$ cat src/rtl/lct_pkg.sv
// ----------------------------------------------------------------------------
// LRU cache tracker package
// Shared widths, command codes, reset values and the result record.
// ----------------------------------------------------------------------------
package lct_pkg;

  localparam int KEY_W       = 64;
  localparam int CAP_W       = 7;
  localparam int OCC_W       = 7;
  localparam int ENTRIES_DEF = 64;

  localparam logic [CAP_W-1:0] CAP_RESET = 7'd64;

  // Command codes carried on the input tuser bit.
  localparam logic CMD_ACCESS = 1'b0;
  localparam logic CMD_REMOVE = 1'b1;

  // One result record, as handed from the sequencer to the output register.
  typedef struct packed {
    logic             hit;
    logic             ev_valid;
    logic [KEY_W-1:0] ev_key;
    logic             err;
    logic [OCC_W-1:0] occ;
  } res_t;

endpackage

$ cat src/rtl/lru_cache_tracker.sv
// ----------------------------------------------------------------------------
// LRU cache tracker
// Fully associative store of 64-bit keys kept in recency order, with access
// (lookup, promote or insert with eviction) and remove commands.
// ----------------------------------------------------------------------------
//
// Channel  Dir  Handshake          Contents
// in_      in   tvalid/tready      tdata: key[63:0]; tuser: cmd[0]
// out_     out  tvalid/tready      tdata: hit, evicted_valid, victim_key,
//                                  not_found_error, occupancy, zero pad
// cfg_     in   wr_en (no wait)    wr_data: capacity[6:0]
//
// The search reads the recency list one entry a cycle up to the matching key,
// and the gap-closing pass moves every later entry down one place, both
// through the single read and write port of the key memory. in_tready is high
// only while the sequencer is idle. A finished result sits in the output
// register, so a new beat is taken while the previous result is still stalled;
// the sequencer holds its next result until that register frees up. Reset is
// synchronous; it empties the list by clearing the entry count, so no clearing
// pass is needed.
// ----------------------------------------------------------------------------
module lru_cache_tracker #(
  parameter int ENTRIES = lct_pkg::ENTRIES_DEF
) (
  input  logic                      clk,
  input  logic                      rst_n,
  // Input beats.
  input  logic                      in_tvalid,
  output logic                      in_tready,
  input  logic [63:0]               in_tdata,   // [63:0] key
  input  logic [0:0]                in_tuser,   // [0] cmd
  // Result beats.
  output logic                      out_tvalid,
  input  logic                      out_tready,
  output logic [79:0]               out_tdata,  // [0] hit, [1] evicted_valid,
                                                // [65:2] victim_key,
                                                // [66] not_found_error,
                                                // [73:67] occupancy, [79:74] 0
  // Capacity register write.
  input  logic                      cfg_wr_en,
  input  logic [lct_pkg::CAP_W-1:0] cfg_wr_data
);
  import lct_pkg::*;

  // Memory address width and a count width that can also hold ENTRIES itself.
  localparam int AW = (ENTRIES > 1) ? $clog2(ENTRIES) : 1;
  localparam int CW = $clog2(ENTRIES + 1);

  logic [CAP_W-1:0] cap_r;
  logic             seq_idle, seq_done, take, start;
  res_t             seq_res;
  res_t             out_res_r;
  logic             out_valid_r;

  // The user must write capacity only while no beat is in flight; the block itself does not enforce it.
  always_ff @(posedge clk) begin
    if (!rst_n) begin
      cap_r <= CAP_RESET;
    end else if (cfg_wr_en) begin
      cap_r <= cfg_wr_data;
    end
  end

  assign in_tready = seq_idle;
  assign start     = in_tvalid && in_tready;

  // The output register takes a result when it is empty or being drained.
  assign take = seq_done && (!out_valid_r || out_tready);

  lct_seq #(.ENTRIES(ENTRIES), .AW(AW), .CW(CW)) u_seq (
    .clk     (clk),
    .rst_n   (rst_n),
    .start_i (start),
    .cmd_i   (in_tuser[0]),
    .key_i   (in_tdata),
    .cap_i   (cap_r),
    .idle_o  (seq_idle),
    .done_o  (seq_done),
    .take_i  (take),
    .res_o   (seq_res)
  );

  always_ff @(posedge clk) begin
    if (!rst_n) begin
      out_valid_r <= 1'b0;
    end else if (take) begin
      out_valid_r <= 1'b1;
    end else if (out_tready) begin
      out_valid_r <= 1'b0;
    end
    if (take) begin
      out_res_r <= seq_res;
    end
  end

  assign out_tvalid = out_valid_r;
  assign out_tdata  = {6'b0, out_res_r.occ, out_res_r.err, out_res_r.ev_key,
                       out_res_r.ev_valid, out_res_r.hit};

endmodule

$ cat src/rtl/lct_keyram.sv
// ----------------------------------------------------------------------------
// LRU cache tracker key memory
// Single write port, single read port, registered read data.
// ----------------------------------------------------------------------------
module lct_keyram #(
  parameter int DEPTH = 64,
  parameter int AW    = 6,
  parameter int W     = 64
) (
  input  logic          clk,
  input  logic          we,
  input  logic [AW-1:0] waddr,
  input  logic [W-1:0]  wdata,
  input  logic          re,
  input  logic [AW-1:0] raddr,
  output logic [W-1:0]  rdata
);

  logic [W-1:0] mem [DEPTH];
  logic [W-1:0] rdata_r;

  always_ff @(posedge clk) begin
    if (we) begin
      mem[waddr] <= wdata;
    end
    if (re) begin
      rdata_r <= mem[raddr];
    end
  end

  assign rdata = rdata_r;

endmodule

$ cat src/rtl/lct_seq.sv
// ----------------------------------------------------------------------------
// LRU cache tracker sequencer
// Walks the recency list through the key memory: search, then close the gap
// and/or append as needed, using one key comparator and one memory port pair.
// ----------------------------------------------------------------------------
module lct_seq #(
  parameter int ENTRIES = 64,
  parameter int AW      = 6,
  parameter int CW      = 7
) (
  input  logic                      clk,
  input  logic                      rst_n,
  input  logic                      start_i,
  input  logic                      cmd_i,
  input  logic [lct_pkg::KEY_W-1:0] key_i,
  input  logic [lct_pkg::CAP_W-1:0] cap_i,
  output logic                      idle_o,
  output logic                      done_o,
  input  logic                      take_i,
  output lct_pkg::res_t             res_o
);
  import lct_pkg::*;

  localparam int CAPW = (CW > CAP_W) ? CW : CAP_W;
  localparam logic [CAPW-1:0] ENT_X = CAPW'(ENTRIES);
  localparam logic [CW-1:0]   ONE   = CW'(1);

  typedef enum logic [2:0] {
    S_IDLE, S_SEARCH, S_DECIDE, S_SHIFT, S_APPEND, S_DONE
  } state_t;

  state_t           state_r, state_nxt;
  logic             cmd_r, cmd_nxt;
  logic [KEY_W-1:0] key_r, key_nxt;
  logic [KEY_W-1:0] head_r, head_nxt;
  logic [CW-1:0]    count_r, count_nxt;
  logic [CW-1:0]    ia_r, ia_nxt;
  logic [CW-1:0]    pidx_r, pidx_nxt;
  logic [CW-1:0]    pos_r, pos_nxt;
  logic             pend_r, pend_nxt;
  logic             found_r, found_nxt;
  logic             app_r, app_nxt;
  res_t             res_r, res_nxt;

  logic             ram_we, ram_re;
  logic [AW-1:0]    ram_waddr, ram_raddr;
  logic [KEY_W-1:0] ram_wdata, ram_rdata;

  logic [CW-1:0]    wr_idx;
  logic [CAPW-1:0]  cap_ext, cap_eff, cnt_ext;
  logic             match, last, full;

  lct_keyram #(.DEPTH(ENTRIES), .AW(AW), .W(KEY_W)) u_ram (
    .clk   (clk),
    .we    (ram_we),
    .waddr (ram_waddr),
    .wdata (ram_wdata),
    .re    (ram_re),
    .raddr (ram_raddr),
    .rdata (ram_rdata)
  );

  assign cap_ext = CAPW'(cap_i);
  assign cnt_ext = CAPW'(count_r);
  assign cap_eff = (cap_ext > ENT_X) ? ENT_X : cap_ext;
  assign full    = (cnt_ext >= cap_eff);
  assign match   = pend_r && (ram_rdata == key_r);
  assign last    = pend_r && (pidx_r == count_r - ONE);
  assign wr_idx  = pidx_r - ONE;

  always_comb begin
    state_nxt = state_r;
    cmd_nxt   = cmd_r;
    key_nxt   = key_r;
    head_nxt  = head_r;
    count_nxt = count_r;
    ia_nxt    = ia_r;
    pidx_nxt  = pidx_r;
    pos_nxt   = pos_r;
    pend_nxt  = pend_r;
    found_nxt = found_r;
    app_nxt   = app_r;
    res_nxt   = res_r;
    ram_we    = 1'b0;
    ram_waddr = wr_idx[AW-1:0];
    ram_wdata = ram_rdata;
    ram_re    = 1'b0;
    ram_raddr = ia_r[AW-1:0];

    case (state_r)
      S_IDLE: begin
        if (start_i) begin
          cmd_nxt   = cmd_i;
          key_nxt   = key_i;
          ia_nxt    = '0;
          pend_nxt  = 1'b0;
          found_nxt = 1'b0;
          state_nxt = S_SEARCH;
        end
      end

      S_SEARCH: begin
        // The head entry is always the first one read; keep it for eviction.
        if (pend_r && (pidx_r == '0)) begin
          head_nxt = ram_rdata;
        end
        if (match) begin
          found_nxt = 1'b1;
          pos_nxt   = pidx_r;
          pend_nxt  = 1'b0;
          state_nxt = S_DECIDE;
        end else if ((count_r == '0) || last) begin
          pend_nxt  = 1'b0;
          state_nxt = S_DECIDE;
        end else if (ia_r < count_r) begin
          ram_re   = 1'b1;
          pidx_nxt = ia_r;
          pend_nxt = 1'b1;
          ia_nxt   = ia_r + ONE;
        end else begin
          pend_nxt = 1'b0;
        end
      end

      S_DECIDE: begin
        res_nxt   = '0;
        app_nxt   = 1'b0;
        pend_nxt  = 1'b0;
        state_nxt = S_DONE;
        if (cmd_r == CMD_ACCESS) begin
          if (found_r) begin
            res_nxt.hit = 1'b1;
            app_nxt     = 1'b1;
            ia_nxt      = pos_r + ONE;
            state_nxt   = S_SHIFT;
          end else if (full) begin
            res_nxt.ev_valid = 1'b1;
            if (count_r == '0) begin
              // Zero capacity on an empty list: the new key leaves at once.
              res_nxt.ev_key = key_r;
            end else begin
              res_nxt.ev_key = head_r;
              app_nxt        = 1'b1;
              ia_nxt         = ONE;
              state_nxt      = S_SHIFT;
            end
          end else begin
            state_nxt = S_APPEND;
          end
        end else begin
          if (found_r) begin
            res_nxt.hit = 1'b1;
            ia_nxt      = pos_r + ONE;
            state_nxt   = S_SHIFT;
          end else begin
            res_nxt.err = 1'b1;
          end
        end
      end

      S_SHIFT: begin
        // Entry read last cycle moves down one place.
        if (pend_r) begin
          ram_we = 1'b1;
        end
        if (ia_r < count_r) begin
          ram_re   = 1'b1;
          pidx_nxt = ia_r;
          pend_nxt = 1'b1;
          ia_nxt   = ia_r + ONE;
        end else begin
          pend_nxt = 1'b0;
          if (!pend_r) begin
            count_nxt = count_r - ONE;
            state_nxt = app_r ? S_APPEND : S_DONE;
          end
        end
      end

      S_APPEND: begin
        ram_we    = 1'b1;
        ram_waddr = count_r[AW-1:0];
        ram_wdata = key_r;
        count_nxt = count_r + ONE;
        state_nxt = S_DONE;
      end

      S_DONE: begin
        if (take_i) begin
          state_nxt = S_IDLE;
        end
      end

      default: begin
        state_nxt = S_IDLE;
      end
    endcase
  end

  always_ff @(posedge clk) begin
    if (!rst_n) begin
      state_r <= S_IDLE;
      count_r <= '0;
      pend_r  <= 1'b0;
    end else begin
      state_r <= state_nxt;
      count_r <= count_nxt;
      pend_r  <= pend_nxt;
    end
    cmd_r   <= cmd_nxt;
    key_r   <= key_nxt;
    head_r  <= head_nxt;
    ia_r    <= ia_nxt;
    pidx_r  <= pidx_nxt;
    pos_r   <= pos_nxt;
    found_r <= found_nxt;
    app_r   <= app_nxt;
    res_r   <= res_nxt;
  end

  assign idle_o = (state_r == S_IDLE);
  assign done_o = (state_r == S_DONE);

  always_comb begin
    res_o     = res_r;
    res_o.occ = OCC_W'(count_r);
  end

  a_count_bound: assert property (@(posedge clk) disable iff (!rst_n)
    count_r <= CW'(ENTRIES))
    else $error("entry count above depth");

  a_busy_after_start: assert property (@(posedge clk) disable iff (!rst_n)
    start_i |=> !idle_o)
    else $error("sequencer idle right after start");

  a_evkey_zero: assert property (@(posedge clk) disable iff (!rst_n)
    (done_o && !res_o.ev_valid) |-> (res_o.ev_key == '0))
    else $error("evicted key set without eviction");

  a_err_alone: assert property (@(posedge clk) disable iff (!rst_n)
    (done_o && res_o.err) |-> (!res_o.hit && !res_o.ev_valid && (cmd_r == CMD_REMOVE)))
    else $error("not-found flag with hit or eviction");

endmodule
$ cat config.mk
export PLATFORM = sky130hd
export DESIGN_NAME = lru_cache_tracker
export DESIGN_NICKNAME = d
export VERILOG_FILES = /design/src/rtl/lct_pkg.sv /design/src/rtl/lru_cache_tracker.sv /design/src/rtl/lct_keyram.sv /design/src/rtl/lct_seq.sv
export SDC_FILE = /design/constraint.sdc
export NUM_CORES = 2
export LEC_CHECK = 0
export ABC_CLOCK_PERIOD_IN_PS = 20100
export BUFFER_PORTS_ARGS = -buffer_cell sky130_fd_sc_hd__buf_2
export CAP_MARGIN = 20
export CORE_MARGIN = 4
export CORE_UTILIZATION = 25
export DETAILED_ROUTE_END_ITERATION = 6
export PLACE_DENSITY = 0.36
export RECOVER_POWER = 50
export SYNTH_ARGS = -nofsm -noshare
export SYNTH_HDL_FRONTEND = slang
export SYNTH_SLANG_ARGS = --single-unit
$ cat constraint.sdc
create_clock -name clk -period 20.1 [get_ports clk]
set_clock_uncertainty 0.1 [all_clocks]
set_input_delay 4.02 -clock clk [delete_from_list [all_inputs] [get_ports clk]]
set_output_delay 4.02 -clock clk [all_outputs]
set_load 0.01 [all_outputs]
---- After elaboration in Yosys (flattened, before gate mapping) ----
Memory sizes are Yosys's and may differ from the RTL's. A register that Yosys moved wholly into a read port is not among the register bits.
Index checks and enable logic that the tools add are counted.
cells by class
  magnitude comparators ................... 3
  bitwise logic cells ..................... 1
  multiplexer cells ....................... 54
  $add $sub $neg .......................... 5
  reductions and logical operators ........ 27
  equality and inequality tests ........... 18
operators by type and width
  operator                                                             number
  64-bit two-way mux                                                   2
  7-bit two-way mux                                                    15
  65-bit two-way mux                                                   1
  64-bit == test                                                       1
  3-bit two-way mux                                                    11
  7-bit one-hot mux with 2 select lines                                2
  7-bit one-hot mux with 4 select lines                                1
  7-bit by 1-bit adder with 7-bit output (second input constant)       3
  3-bit one-hot mux with 6 select lines                                1
  1-bit two-way mux                                                    16
  7-bit logical NOT                                                    2
  3-bit AND reduction                                                  3
  2-bit inequality test (second input constant)                        4
  2-bit AND reduction                                                  4
  2-bit nonzero test                                                   4
  7-bit == test                                                        1
  7-bit greater-or-equal comparator                                    1
  7-bit > comparator (second input constant)                           1
  7-bit less-than comparator                                           1
  7-bit AND reduction                                                  1
  7-bit by 1-bit subtractor with 7-bit output (second input constant)  1
  3-bit by 2-bit == test with 1-bit output (second input constant)     2
  3-bit == test (second input constant)                                2
  6-bit two-way mux                                                    1
  17 further kinds                                                     27
word-level totals
  RAM bits ................................ 4096
  bits of input ports ..................... 77
  register bits ........................... 312
  memories ................................ 1
memories
  memory           words  bits a word  read ports  clocked after Yosys merged registers in  write ports  line              source
  u_seq.u_ram.mem  64     64           1           1                                        1            lct_keyram.sv:19  logic [W-1:0] mem [DEPTH];

---- Logic depth before layout (Yosys ltp) ----
  word-level depth ........................ 7
  mapped depth ............................ 10

---- By module ----
From an unflattened synthesis, not the netlist that was laid out.
second synthesis, totals
  cell total of the unflattened synthesis .. 7598
  area total of the unflattened synthesis .. 169752.8 um^2
modules (own cells, without submodules)
  module             sequential area each (um^2)  times used  cells each  area each (um^2)
  lct_keyram         124919.8                     1           6517        156495.1
  lct_seq            6796.5                       1           973         10677.7
  lru_cache_tracker  2382.3                       1           108         2580.0

---- Worst setup path after synthesis ----
OpenSTA, ideal clock, no wires.
  path kind ............................... input to register
  start ................................... input out_tready
  end ..................................... register out_res_r, in the netlist out_tdata[0], enable pin
  setup slack ............................. 12.043 ns
  arrival time ............................ 7.442 ns
  stages .................................. 2
  cell sequence ........................... nand2b_1 nor2b_1
on the way
  word-level cells in the longest chain between the ends .. 2
ends and longest elaborated chain
  item                  line                     source
  start, declared       lru_cache_tracker.sv:34  input logic out_tready,
  1-bit logical OR      lru_cache_tracker.sv:68  assign take = seq_done && (!out_valid_r || out_tready);
  1-bit logical AND     lru_cache_tracker.sv:68
  net take              lru_cache_tracker.sv:50  logic seq_idle, seq_done, take, start;
  end signal, assigned  lru_cache_tracker.sv:92  out_res_r <= seq_res;
  end, declared         lru_cache_tracker.sv:52  res_t out_res_r;
The timed path passes the listed nets, and every way through them passes these cells.
A chain may end at the register's enable or synchronous reset.

---- Final worst setup path ----
  start ................................... register u_seq.ia_r[1]
  end ..................................... register u_seq.u_ram.rdata_r[46], in the netlist u_seq.u_ram.rdata[46] (read register of u_seq.u_ram.mem) (data pin)
on the way
  word-level cells in the longest chain between the ends .. 5
ends and longest elaborated chain
  item                                   line                            source
  start, declared                        lct_seq.sv:37                   logic [CW-1:0] ia_r, ia_nxt;
  start signal, assigned                 lct_seq.sv:213                  ia_r <= ia_nxt;
  7-bit less-than comparator             lct_seq.sv:115, lct_seq.sv:166
  1-bit two-way mux                      lct_seq.sv:115, lct_seq.sv:166
  1-bit two-way mux                      lct_seq.sv:112                  end else if ((count_r == '0) || last) begin
  1-bit two-way mux                      lct_seq.sv:107                  if (match) begin
  1-bit one-hot mux with 2 select lines  lct_seq.sv:90                   case (state_r)
  end, declared                          lct_keyram.sv:20                logic [W-1:0] rdata_r;
Parallel ways exist; a longest one is shown, timed or not.

==> metrics.txt <==
Clk pin slew, worst setup/hold paths=0.06 ns; Post-DP HPWL=325 mm; Detail Route Antenna Nets=0; GR Overflow Total=0; Hold EP=out_tdata[16]; Resized cells post-CTS=0; row cnt=302; DR vias/cell=4.76; DR iter-0 viols=9234; Core ar.=0.677 mm^2; asr flop ratio synth=0%; Worst Hold Path Cells=0; Avg Cell Area, Syn=24.3 um^2; initial antenna violation count=57; cts hold-fix bufs=0; Routed Wire Length=598 mm; final worst setup slack=8.11 ns; failing checks=capacitance limit, slew limit; fin crit share=59.7%; fmax=83.4 MHz; CP peak stage delay=5.86 ns; WP data arrival=12.62 ns; largest net degree at the start of global routing=136; crit path max-delay cell type=clkbuf_1; Tightest Hold Check Type=reg -> reg; GRT Overall Usage=16.8%; GPL Wtd Cong=0.741; Crit Path Class=reg -> reg; EDFF count, synth=4453; worst r2r dst=u_seq.u_ram.rdata[46]; HP Start=u_seq.res_o[22]; DR vias=80.9k; FF-to-FF path depth=6; Die Y=833 um; RSZ-0062 raised after global routing=false; Top Ports=159; number of global-route vias before repair=83.6k; IO buf count=152; CTS tree=done; max-slew violations=4270; Num Clock Sinks=4472; number of max-cap violations=76; Distinct cells, synth=54; status=finished, violations left; minimum clock period after layout=11.99 ns; Max VDD drop=0.121 mV; nets=7717; crit path launch type=flip-flop; total CTS buffers=525; Mapped Area=0.170 mm^2; maximum buffer depth of the clock tree=4; Post-synth top flop=edfxtp_1; Ys Warns=0; final setup TNS=0 ns; Critical Path Fanout Max=110; fraction of layout cells with a size suffix above 1=30.5%; initial core utilization=25.1%; Clk Latency, worst-skew pair=1.05 ns; Pwr Density=145 mW/mm^2; worst slew pin tran=8.36 ns; Seq cells post-synth=4472; Post-Synthesis Cells=6985; Finish-stage setup viols=0; Rel. slew slack=-457%; R2R setup slack=8.11 ns; chip width=833 um; Crit path top cell by count=mux4_2; Pleak=0.0602 uW; Crit. End Element=flip-flop; Residual DRC=0; post-DR wirelength/cell=35.1 um; Setup WS pre-CTS=12.52 ns; Die Footprint=0.693 mm^2; Area Growth Syn to Fin=17.5%; Pre-Repair DR Iteration Count=6; worst path cell trace=clkbuf_1 -> clkbuf_1 -> buf_4 -> mux4_2 -> mux4_2 -> mux4_2; htree depth=6; root buffer cell=clkbuf_16; post-synthesis sequential area ratio=78.9%; number of setup buffers added after CTS=0; reg-to-reg startpoint=u_seq.ia_r[1]; Hold Fails Final Rpt=0; Worst Setup SP=u_seq.ia_r[1]; Worst EP required=20.72 ns; global-route wire length before repair=793 mm
==> cell families after synthesis <==
kind of cell,after synthesis,synth area share [%]
AOI/OAI and AO/OA,156,0.531
xor gates and xnor gates,67,0.345
adders and majority gates,19,0.140
buffers and inverters,386,0.943
DFF,4472,78.9
muxes,1352,17.8
other,1,0.00221
and+or+nand+nor,532,1.33
==> cells in the final DEF (no fill, tap or decap), types with 74 or more instances in the layout <==
cell,n
edfxtp_1,4453
buf_2,110
mux4_2,1344
clkinv_1,110
clkbuf_1,248
nand2_1,333
clkbuf_16,539
buf_4,200
a21oi_1,87
clkinv_2,74
==> state kept, by name, indices dropped and copies added, names as in the netlist, 3 cells and up <==
name               flops
u_seq.pos_r            7
u_seq.key_r           64
cap_r                  7
out_tdata             74
u_seq.head_r          64
u_seq.state_r          3
u_seq.pidx_r           7
u_seq.cnt_ext          7
u_seq.res_o           67
u_seq.u_ram.rdata     64
u_seq.u_ram.mem     4096
u_seq.ia_r             7
==> through the flow <==
| step | util [%] | total power, uW | hold slack, ns | cell area, um^2 | cells |
|---|---|---|---|---|---|
| CTS | 29.6 | 29400 | 0.293 | 200000 | 16983 |
| floorplan | - | 16800 | 0.300 | 170000 | 6990 |
| detailed placement | 27.2 | 20000 | 0.305 | 184000 | 16056 |
| finish | 29.5 | 29000 | 0.290 | 200000 | 17000 |
| global route | 29.5 | 30300 | 0.315 | 200000 | 16990 |
| global placement | 27.1 | 20000 | 0.301 | 184000 | 16051 |
==> synth_stat cells (11+ instances only) <==
cell | count | area (um^2)
edfxtp_1 | 4453 | 134000
mux4_2 | 1344 | 30300
nand2_1 | 333 | 1250
clkbuf_1 | 227 | 852
buf_2 | 100 | 500
nor2_1 | 91 | 342
a21oi_1 | 87 | 435
xor2_1 | 41 | 359
inv_1 | 28 | 105
xnor2_1 | 26 | 228
o21ai_0 | 24 | 120
buf_1 | 23 | 86.3
nor2b_1 | 21 | 131
dfxtp_1 | 19 | 380
ha_1 | 19 | 238
nand2b_1 | 17 | 106
nor3_1 | 12 | 60.1
nor4_1 | 12 | 75.1
nand3_1 | 11 | 55.1
==> how the worst max path moves through the flow <==
stage                                  to  slack, ns  cells after the start
global route        u_seq.u_ram.rdata[46]       7.66                      6
CTS                 u_seq.u_ram.rdata[20]      12.53                      9
floorplan                    out_tdata[0]      12.04                      2
finish              u_seq.u_ram.rdata[46]       8.11                      6
detailed placement  u_seq.u_ram.rdata[16]      12.52                      9
global placement    u_seq.u_ram.rdata[16]      12.50                      9
==> power breakdown <==
group          total, uW  internal (uW)  switching [uW]
Clock               9250           5340            3900
Combinational       8030           3200            4820
Sequential         11800          11600             211
Total              29000          20100            8940
==> worst max-delay path: cells and delay by family, from the launching register on <==
kind | cells | cell delay [ns]
buf+inv | 3 | 9.32
mux | 3 | 1.70
flops | 1 | 0.31
==> layer usage <==
| metal | global-route usage [%] | share of wire (%) |
|---|---|---|
| met5 | 0 | 0.0062 |
| met4 | 3.20 | 2.0 |
| met2 | 27.3 | 48 |
| met3 | 2.29 | 5.0 |
| met1 | 24.2 | 45 |
==> final cells by class <==
class                   count  area, um^2
repair buffers            461        3030
fillers                 65443      477000
inverters                  29         114
multi-input cells        2132       34900
well taps                8968       11200
diodes                     11        27.5
flip-flops and latches   4472      134000
clock buffers             661       13900
clock inverters           266        2590
(Power assumes the default switching activity.)
